`config.mk`:
```
export PLATFORM = sky130hd
export DESIGN_NAME = bfsc_back
export DESIGN_NICKNAME = d
export VERILOG_FILES = /design/src/hw/rtl/bfsc_pkg.sv /design/src/hw/rtl/bfsc_back.sv
export SDC_FILE = /design/constraint.sdc
export NUM_CORES = 1
export LEC_CHECK = 0
export ABC_AREA = 0
export BUFFER_PORTS_ARGS = -buffer_cell sky130_fd_sc_hd__buf_2
export CORE_AREA = 8 8 176 195
export CTS_CLUSTER_DIAMETER = 30
export DETAILED_ROUTE_END_ITERATION = 10
export DIE_AREA = 0 0 184 203
export PLACE_DENSITY = 0.89
export SLEW_MARGIN = 20
export SYNTH_ARGS = -nofsm -noshare
export SYNTH_HDL_FRONTEND = slang
export SYNTH_SLANG_ARGS = --single-unit
export TNS_END_PERCENT = 5
```
`constraint.sdc`:
```
create_clock -name clock -period 6.9 [get_ports clock]
set_clock_uncertainty 0.05 [all_clocks]
set_input_delay 0.69 -clock clock [delete_from_list [all_inputs] [get_ports clock]]
set_output_delay 0.69 -clock clock [all_outputs]
set_load 0.05 [all_outputs]
```
`src/hw/rtl/bfsc_pkg.sv`:
```
// shared types, codes and constants of the bulk frame sequence checker
package bfsc_pkg;

   // largest payload that counts towards the byte total
   localparam int unsigned MAX_FRAME_BYTES = 65535;

   // command queue between front and back
   localparam int unsigned CMDQ_DEPTH = 4;
   localparam int unsigned CMDQ_AW    = $clog2(CMDQ_DEPTH);
   localparam int unsigned CMDQ_CW    = $clog2(CMDQ_DEPTH + 1);

   // configuration register indexes
   localparam logic [7:0] CSR_MAX_ERROR_RUN    = 8'd0;
   localparam logic [7:0] CSR_DELIVERY_ENABLED = 8'd1;

   // input status codes
   localparam logic [1:0] STATUS_VALID   = 2'd0;
   localparam logic [1:0] STATUS_NO_DATA = 2'd1;

   // frame kinds
   localparam logic [2:0] KIND_START = 3'd0;
   localparam logic [2:0] KIND_DATA  = 3'd1;
   localparam logic [2:0] KIND_STOP  = 3'd2;
   localparam logic [2:0] KIND_RESET = 3'd3;

   // result codes
   localparam logic [2:0] EV_NONE  = 3'd0;
   localparam logic [2:0] EV_START = 3'd1;
   localparam logic [2:0] EV_DATA  = 3'd2;
   localparam logic [2:0] EV_STOP  = 3'd3;
   localparam logic [2:0] EV_RESET = 3'd4;

   localparam logic [2:0] ERR_NONE     = 3'd0;
   localparam logic [2:0] ERR_ORDER    = 3'd1;
   localparam logic [2:0] ERR_LOST     = 3'd2;
   localparam logic [2:0] ERR_UNKNOWN  = 3'd3;
   localparam logic [2:0] ERR_READ     = 3'd4;

   localparam logic [1:0] WARN_NONE         = 2'd0;
   localparam logic [1:0] WARN_BEFORE_DATA  = 2'd1;
   localparam logic [1:0] WARN_WHILE_STOP   = 2'd2;
   localparam logic [1:0] WARN_NO_START     = 2'd3;

   // frame class decided by the front
   typedef enum logic [2:0] {
      CLS_IGNORE,
      CLS_READ_ERR,
      CLS_START,
      CLS_DATA,
      CLS_STOP,
      CLS_RESET,
      CLS_UNKNOWN
   } cls_type;

   typedef struct packed {
      logic [1:0]  sample_status;
      logic [2:0]  frame_kind;
      logic [31:0] frames_remaining;
      logic [15:0] payload_bytes;
   } req_type;

   typedef struct packed {
      logic [2:0]  event_res;
      logic [2:0]  error_kind;
      logic [1:0]  stop_warning;
      logic [31:0] frames_seen;
      logic [31:0] frames_expected;
      logic [15:0] delivered_bytes;
      logic [7:0]  error_run_out;
      logic        error_alert;
      logic [1:0]  mode_out;
   } rsp_type;

   typedef struct packed {
      cls_type     cls;
      logic [31:0] remaining;
      logic [15:0] pay;
   } cmd_type;

   typedef struct packed {
      logic [7:0] max_error_run;
      logic       delivery_enabled;
   } cfg_type;

endpackage

```
`src/hw/rtl/bfsc_back.sv`:
```
// back end: sequence state, result build and two-entry result buffer
module bfsc_back (
   input  logic              clock,
   input  logic              reset,
   input  bfsc_pkg::cfg_type cfg,
   input  logic              cmd_valid,
   input  bfsc_pkg::cmd_type cmd_head,
   output logic              cmd_take,
   output logic              rsp_empty,
   input  logic              rsp_pop,
   output bfsc_pkg::rsp_type rsp_data
);
   import bfsc_pkg::*;

   typedef enum logic [1:0] {
      MODE_START,
      MODE_RECV,
      MODE_STOPPED,
      MODE_IGNORE
   } mode_type;

   mode_type    mode_ff, mode_in;
   logic [31:0] byte_total_ff, byte_total_in;
   logic [31:0] frame_counter_ff, frame_counter_in;
   logic [31:0] frame_total_ff, frame_total_in;
   logic [31:0] next_rem_ff, next_rem_in;
   logic [7:0]  error_run_ff, error_run_in;

   rsp_type     res_in;
   rsp_type     obuf_ff [2];
   logic        owr_ff, owr_in;
   logic        ord_ff, ord_in;
   logic [1:0]  ocount_ff, ocount_in;
   logic        do_pop;
   logic        fire;

   logic [7:0]  run_inc;
   logic        alert_inc;
   logic        first_data;
   logic [32:0] byte_sum;
   logic [31:0] byte_sat;
   logic        lost;

   // result buffer handshake
   assign rsp_empty = (ocount_ff == 2'd0);
   assign rsp_data  = obuf_ff[ord_ff];
   assign do_pop    = rsp_pop && !rsp_empty;
   assign fire      = cmd_valid && ((ocount_ff != 2'd2) || do_pop);
   assign cmd_take  = fire;

   // shared helpers for the step
   always_comb begin
      run_inc    = (error_run_ff == 8'hff) ? 8'hff : error_run_ff + 8'd1;
      alert_inc  = (run_inc >= cfg.max_error_run);
      first_data = (byte_total_ff == 32'd0);
      byte_sum   = {1'b0, byte_total_ff} + {17'd0, cmd_head.pay};
      byte_sat   = byte_sum[32] ? 32'hffff_ffff : byte_sum[31:0];
      lost       = (cmd_head.remaining != 32'd0) && (next_rem_ff != 32'd0)
                   && (next_rem_ff != cmd_head.remaining);
   end

   // sequence step
   always_comb begin
      mode_in          = mode_ff;
      byte_total_in    = byte_total_ff;
      frame_counter_in = frame_counter_ff;
      frame_total_in   = frame_total_ff;
      next_rem_in      = next_rem_ff;
      error_run_in     = error_run_ff;
      res_in           = '0;

      case (cmd_head.cls)
         CLS_IGNORE: begin
         end
         CLS_READ_ERR: begin
            res_in.error_kind = ERR_READ;
            error_run_in      = run_inc;
         end
         CLS_UNKNOWN: begin
            res_in.error_kind = ERR_UNKNOWN;
            error_run_in      = run_inc;
         end
         CLS_START: begin
            if (mode_ff != MODE_RECV) begin
               byte_total_in    = '0;
               frame_counter_in = '0;
               mode_in          = MODE_RECV;
               res_in.event_res = cfg.delivery_enabled ? EV_START : EV_NONE;
               error_run_in     = '0;
            end else begin
               res_in.error_kind  = ERR_ORDER;
               res_in.error_alert = alert_inc;
               error_run_in       = run_inc;
            end
         end
         CLS_DATA: begin
            if (mode_ff == MODE_RECV) begin
               frame_total_in   = first_data ? cmd_head.remaining + 32'd1
                                             : frame_total_ff;
               frame_counter_in = (first_data ? 32'd0 : frame_counter_ff) + 32'd1;
               if (cmd_head.remaining == 32'd0) begin
                  byte_total_in = '0;
               end else begin
                  byte_total_in = byte_sat;
               end
               if (lost) begin
                  res_in.error_kind  = ERR_LOST;
                  res_in.error_alert = alert_inc;
                  error_run_in       = run_inc;
               end else begin
                  if (cmd_head.remaining != 32'd0) begin
                     next_rem_in = cmd_head.remaining - 32'd1;
                  end
                  if (cfg.delivery_enabled) begin
                     res_in.event_res       = EV_DATA;
                     res_in.delivered_bytes = cmd_head.pay;
                  end
                  error_run_in = '0;
               end
            end else if (mode_ff != MODE_IGNORE) begin
               res_in.error_kind = ERR_ORDER;
               mode_in           = MODE_IGNORE;
            end
         end
         CLS_STOP: begin
            if (mode_ff == MODE_RECV) begin
               mode_in = MODE_STOPPED;
               if (frame_counter_ff == 32'd0) begin
                  res_in.stop_warning = WARN_BEFORE_DATA;
               end else if (frame_counter_ff != frame_total_ff) begin
                  res_in.error_kind  = ERR_LOST;
                  res_in.error_alert = alert_inc;
               end
            end else if (mode_ff == MODE_STOPPED) begin
               res_in.stop_warning = WARN_WHILE_STOP;
            end else begin
               res_in.stop_warning = WARN_NO_START;
            end
            res_in.event_res = cfg.delivery_enabled ? EV_STOP : EV_NONE;
            error_run_in     = '0;
         end
         CLS_RESET: begin
            res_in.event_res = cfg.delivery_enabled ? EV_RESET : EV_NONE;
            mode_in          = MODE_STOPPED;
            byte_total_in    = '0;
            frame_counter_in = '0;
            frame_total_in   = '0;
            next_rem_in      = '0;
            error_run_in     = '0;
         end
         default: begin
         end
      endcase

      res_in.frames_seen     = frame_counter_in;
      res_in.frames_expected = frame_total_in;
      res_in.error_run_out   = error_run_in;
      res_in.mode_out        = mode_in;
   end

   // result buffer pointers
   always_comb begin
      owr_in    = fire ? !owr_ff : owr_ff;
      ord_in    = do_pop ? !ord_ff : ord_ff;
      ocount_in = ocount_ff + 2'(fire) - 2'(do_pop);
   end

   // state and buffer control
   always_ff @(posedge clock) begin
      if (reset) begin
         mode_ff          <= MODE_START;
         byte_total_ff    <= '0;
         frame_counter_ff <= '0;
         frame_total_ff   <= '0;
         next_rem_ff      <= '0;
         error_run_ff     <= '0;
         owr_ff           <= 1'b0;
         ord_ff           <= 1'b0;
         ocount_ff        <= '0;
      end else begin
         if (fire) begin
            mode_ff          <= mode_in;
            byte_total_ff    <= byte_total_in;
            frame_counter_ff <= frame_counter_in;
            frame_total_ff   <= frame_total_in;
            next_rem_ff      <= next_rem_in;
            error_run_ff     <= error_run_in;
         end
         owr_ff    <= owr_in;
         ord_ff    <= ord_in;
         ocount_ff <= ocount_in;
      end
   end

   // result buffer storage
   always_ff @(posedge clock) begin
      if (fire) begin
         obuf_ff[owr_ff] <= res_in;
      end
   end

endmodule
```
# Word-level counts from Yosys, hierarchy flattened

Memories as Yosys holds them, arrays and structs flattened. A register that Yosys moved wholly into a read port is not among the register bits.
Index checks and enable logic that the tools add are counted.

Multiplexer cells: 61
$add $sub $neg: 7
Equal/unequal tests: 18
$lt $le $gt $ge: 1
Reduce and logical (&&, ||, !) cells: 20

Operators by type and width:

| kind                                                                 | number |
|---|---|
| 32-bit two-way mux                                                   | 12 |
| 32-bit one-hot mux with 3 select lines                               | 2 |
| 32-bit one-hot mux with 2 select lines                               | 2 |
| 32-bit logical NOT                                                   | 3 |
| 32-bit by 1-bit adder with 32-bit output, second input constant      | 2 |
| 16-bit two-way mux                                                   | 4 |
| 32-bit != test                                                       | 2 |
| 32-bit nonzero test                                                  | 2 |
| 32-bit by 16-bit adder with 33-bit output                            | 1 |
| 8-bit two-way mux                                                    | 4 |
| 8-bit one-hot mux with 4 select lines                                | 1 |
| 32-bit by 1-bit subtractor with 32-bit output, second input constant | 1 |
| 2-bit two-way mux                                                    | 12 |
| 1-bit two-way mux                                                    | 16 |
| 3-bit one-hot mux with 5 select lines                                | 1 |
| 3-bit two-way mux                                                    | 4 |
| 2-bit != test, second input constant                                 | 6 |
| 3-bit one-hot mux with 4 select lines                                | 1 |
| 3-bit == test, second input constant                                 | 3 |
| 8-bit by 1-bit adder with 8-bit output, second input constant        | 1 |
| 8-bit == test, second input constant                                 | 1 |
| 8-bit >= comparator                                                  | 1 |
| 2-bit one-hot mux with 4 select lines                                | 1 |
| 3-bit by 2-bit == test with 1-bit output, second input constant      | 2 |
| other kinds (16)                                                     | 22 |

Memories: 1
Bits in registers: 142
Logic and storage cells: 117
Output and inout bits: 101
Input port bits: 64
Bits in writable memories: 198

Memory list:

| memory  | words | width | rd ports | clocked after Yosys merged registers in | write ports | line            | source |
|---|---|---|---|---|---|---|---|
| obuf_ff | 2     | 99    | 1        | 1                                       | 1           | bfsc_back.sv:30 | `rsp_type obuf_ff [2];` |

# Logic depth before layout (Yosys ltp)

Depth after elaboration: 7
Depth in mapped cells: 14
Gate-level depth less buffers: 13

# Worst setup path before layout

No wires, ideal clock.

Path type: input to register
Start point: input cmd_valid
End point: memory obuf_ff[0][0] (netlist bit) (enable)
Path buffers: 3
Slack: 703 ps
Setup time: 558 ps
Cell stages on the path: 5
Data arrival time: 5,589 ps
Cells stage by stage: o31ai_1 -> clkbuf_1 -> clkbuf_1 -> buf_1 -> nor2_1

Cells in the longest elaborated chain, start to end: 3

RTL lines:

| item                                    | line             | source |
|---|---|---|
| start: declaration                      | bfsc_back.sv:6   | `input logic cmd_valid,` |
| 1-bit logical AND                       | bfsc_back.sv:48  | `assign fire = cmd_valid && ((ocount_ff != 2'd2) \|\| do_pop);` |
| 1-bit two-way mux                       | bfsc_back.sv:197 | `if (fire) begin` |
| 1-bit two-way mux (implied by the code) | bfsc_back.sv:198 | `obuf_ff[owr_ff] <= res_in;` |
| end: declaration                        | bfsc_back.sv:30  |  |

No other way between the ends.

# Final worst setup path

Start point: register byte_total_ff[23]
End point: register frame_counter_ff[26]

Cells in the longest elaborated chain, start to end: 5

RTL lines:

| item                                     | line             | source |
|---|---|---|
| start: declaration                       | bfsc_back.sv:23  | `logic [31:0] byte_total_ff, byte_total_in;` |
| start signal: assignment                 | bfsc_back.sv:183 | `byte_total_ff <= byte_total_in;` |
| 32-bit logical NOT                       | bfsc_back.sv:55  | `first_data = (byte_total_ff == 32'd0);` |
| 32-bit two-way mux                       | bfsc_back.sv:100 | `frame_counter_in = (first_data ? 32'd0 : frame_counter_ff) + 32'd1;` |
| 32-bit by 1-bit adder with 32-bit output | bfsc_back.sv:100 |  |
| 32-bit two-way mux                       | bfsc_back.sv:97  | `if (mode_ff == MODE_RECV) begin` |
| 32-bit one-hot mux with 3 select lines   | bfsc_back.sv:72  | `case (cmd_head.cls)` |
| end signal: assignment                   | bfsc_back.sv:184 | `frame_counter_ff <= frame_counter_in;` |
| end: declaration                         | bfsc_back.sv:24  | `logic [31:0] frame_counter_ff, frame_counter_in;` |

No other way between the ends.
A chain may end at the register's enable or synchronous reset.

==> reports/metrics.cfg <==
[setup_path]
crit_buf_inv = 0
r2r_slack_ns = 3.10
rr_startpoint = byte_total_ff[23]
crit_top_cell = o21ai_0
path_depth = 7
r2r_cells = 7
path_cells = nor4_1 > and4_1 > nand3_1 > nand2_1 > o21ai_0 > o21ai_0 > a21oi_1
cp_data_required_time_ns = 7.28
r2r_end = frame_counter_ff[26]
startpoint = byte_total_ff[23]
critPathMaxFanout = 18
max_stage_delay_ns = 0.87
cp-endpoint = frame_counter_ff[26]
slowest_stage = nand2_1
path_delay_family = simple AND/OR/NAND/NOR gates
crit_path_start_kind = register
cp.arrival_ns = 4.18
cp-end-kind = register
worst-setup-path-type = reg2reg

[detailed_routing]
wl_per_cell_um = 21.7
dr.first_iter.drc_count = 1947
drc = 0
wirelength_mm = 53.2
viasPerCell = 6.51
vias = 15900
first_pass_iters = 6
ant_nets = 0

[power]
power_frac_clock_pct = 41.8
power_switching_mw = 2.37
power.internal_mw = 4.57
power.density_nw_per_um2 = 327
power.share.sequential_pct = 35.2
p_leak_nw = 8.12
switching_share_pct = 34.2
pwr-share-comb_pct = 23.1
peakVddDrop_mv = 0.245

[timing]
fmax_ghz = 0.263
rsz0062_at_grt = no
slew_headroom_pct = 27.5
fin_crit_ns = 3.80
setup_tns_ns = 0
tightestPinTransition_ns = 1.09
hold_viol = 0
setup-violations-final = 0
hold_slack_ns = 0.395
slew_viol_final = 0
fin_crit_sh_pct = 55.1

[synth]
synth_edf_count = 198
yosys.area.top_type_share_pct = 32.5
yosysSeqAreaShare_pct = 48.1
syn_area_sq_um = 18300
postSynthAreaPerCell_sq_um = 9.75
yosysMostFrequentCell = edfxtp_1
syn-num-nets = 1974
yosysUniqueCellTypes = 75
ys_dominant_reg_cell = edfxtp_1
ys_top_cells_by_count = edfxtp_1, nand2_1, dfxtp_1, nor2_1, clkbuf_1
synth-seq-cells = 341
synth_area_leader_cell = edfxtp_1
synth_area_leaders = edfxtp_1, dfxtp_1, mux2_2
netlist_instances = 1878
async_flop_share_pct = 0
yosys_warnings = 0

[layout]
nNetsFinal = 2071
multi_input_area_sq_um = 8750
drive_gt1_share_pct = 20.4
fillers = 2210
seqCellArea_sq_um = 8810
fin_area_sq_um = 21200
area_growth_pct = 16.0

[floorplan]
chipHeight_um = 203
die-area_sq_um = 37400
io_pins = 165
initial_core_util_pct = 59.1
rows = 68
core_area_sq_um = 31000
die_width_um = 184

[clocking]
clockRootBuffer = clkbuf_16
cts_sinks = 341
clk_pin_slew_ns = 0.05
htree_levels = 2
cts.path.max_buffers = 3
clk_latency_ns = 0.59
numCtsBuffers = 58
cts_resized = 0
cts_tree = built
ctsHoldBuffers = 0
cts_post_setup_buffers_inserted = 0

[global_routing]
grt_pass1_wl_mm = 82.5
grt_pass1_vias = 15300
grt_start_max_net_pins = 64
overflow = 0
grt.total_usage_pct = 27.4
antenna_found_initial = 3

[outcome]
status = finished, final reports clean

[job]
maxCapViolations = 0

[min_path]
holdPathStages = 2
min_path_type = in2reg

[place]
dp_hpwl_mm = 35.3
postPlaceCellArea_sq_um = 19200
io_buffers = 164
gp_congestion = 0.997

==> worst register-to-register path: stages, from the launching register on <==
cell	delay [ns]
dfxtp_1	0.36
nor4_1	0.64
and4_1	0.42
nand3_1	0.65
nand2_1	0.87
o21ai_0	0.30
o21ai_0	0.23
a21oi_1	0.11
==> sequential cells by signal, indices dropped and copies added (netlist names), named ones only <==
| name | cells |
|---|---|
| obuf_ff | 198 |
| byte_total_ff | 32 |
| frame_counter_ff | 32 |
| frame_total_ff | 32 |
| next_rem_ff | 32 |
| error_run_ff | 8 |
| mode_ff | 2 |
| ocount_ff | 2 |
| ord_ff | 1 |
| owr_ff | 1 |
==> layer usage <==
metal	vias up	wire length, um	global-route usage [%]
met5	-	13	0
met4	2	3000	15.4
met3	231	5200	5.35
met2	1064	25000	44.7
met1	7531	19900	33.5
li1	7106	-	-
==> power groups by stage <==
stage | Combinational (mW) | Clock [mW] | Sequential (mW)
6_report | 1.60 | 2.90 | 2.44
5_1_grt | 1.67 | 3.00 | 2.46
4_1_cts | 1.59 | 2.91 | 2.44
3_5_place_dp | 1.58 | 0 | 2.48
3_3_place_gp | 1.56 | 0 | 2.47
2_1_floorplan | 1.26 | 0 | 2.42
==> cell families (layout without fill, tap and decap cells) <==
| family | Yosys count | in the layout | share of synthesized area, % |
|---|---|---|---|
| adders and majority gates | 32 | 32 | 2.23 |
| AOI/OAI and AO/OA | 397 | 397 | 13.9 |
| buffers and inverters | 192 | 338 | 4.31 |
| muxes | 106 | 106 | 6.49 |
| xor gates and xnor gates | 142 | 142 | 6.80 |
| other | 0 | 2 | 0 |
| and+or+nand+nor | 668 | 668 | 18.1 |
| DFF | 341 | 341 | 48.1 |
==> worst min-delay path by stage <==
stage	start	end	slack, ns
global route	cmd_head[9]	obuf_ff[0][20]	0.38
global placement	byte_total_ff[11]	byte_total_ff[11]	0.40
finish	cmd_head[13]	obuf_ff[0][24]	0.39
floorplan	byte_total_ff[11]	byte_total_ff[11]	0.38
detailed placement	byte_total_ff[11]	byte_total_ff[11]	0.40
CTS	cmd_head[9]	obuf_ff[1][20]	0.37
==> cell type report <==
type	count	share of cell area, %
diodes	2	0.0236
clock buffers	66	7.23
well taps	420	2.48
flip-flops and latches	341	41.5
repair buffers	183	4.55
multi-input cells	1345	41.2
clock inverters	43	2.17
inverters	46	0.813
==> through the flow <==
step / power, mW / instances / worst slack (ns) / utilization [%]
after floorplan: 3.68 / 1878 / 0.703 / -
after detailed placement: 4.06 / 2335 / 2.71 / 62.1
after global routing: 7.13 / 2446 / 3.03 / 68.5
after CTS: 6.95 / 2444 / 3.30 / 68.5
final: 6.94 / 2446 / 3.10 / 68.5
after global placement: 4.03 / 2335 / 2.84 / 62.0
==> layout by cell type, fill, tap and decap left out, drive strengths merged, types with 17 or more instances in the layout <==
| master | n |
|---|---|
| xor2 | 70 |
| a21oi | 115 |
| inv | 66 |
| mux2 | 101 |
| edfxtp | 198 |
| buf | 183 |
| clkbuf | 66 |
| xnor2 | 72 |
| and3 | 26 |
| and2 | 34 |
| nand4 | 36 |
| a211oi | 17 |
| dfxtp | 143 |
| nand3 | 105 |
| o21ai | 111 |
| nor4 | 57 |
| a22o | 18 |
| nand2 | 173 |
| nor3 | 37 |
| ha | 31 |
| nor2 | 136 |
Note: power is estimated with default switching activity, not from simulation.
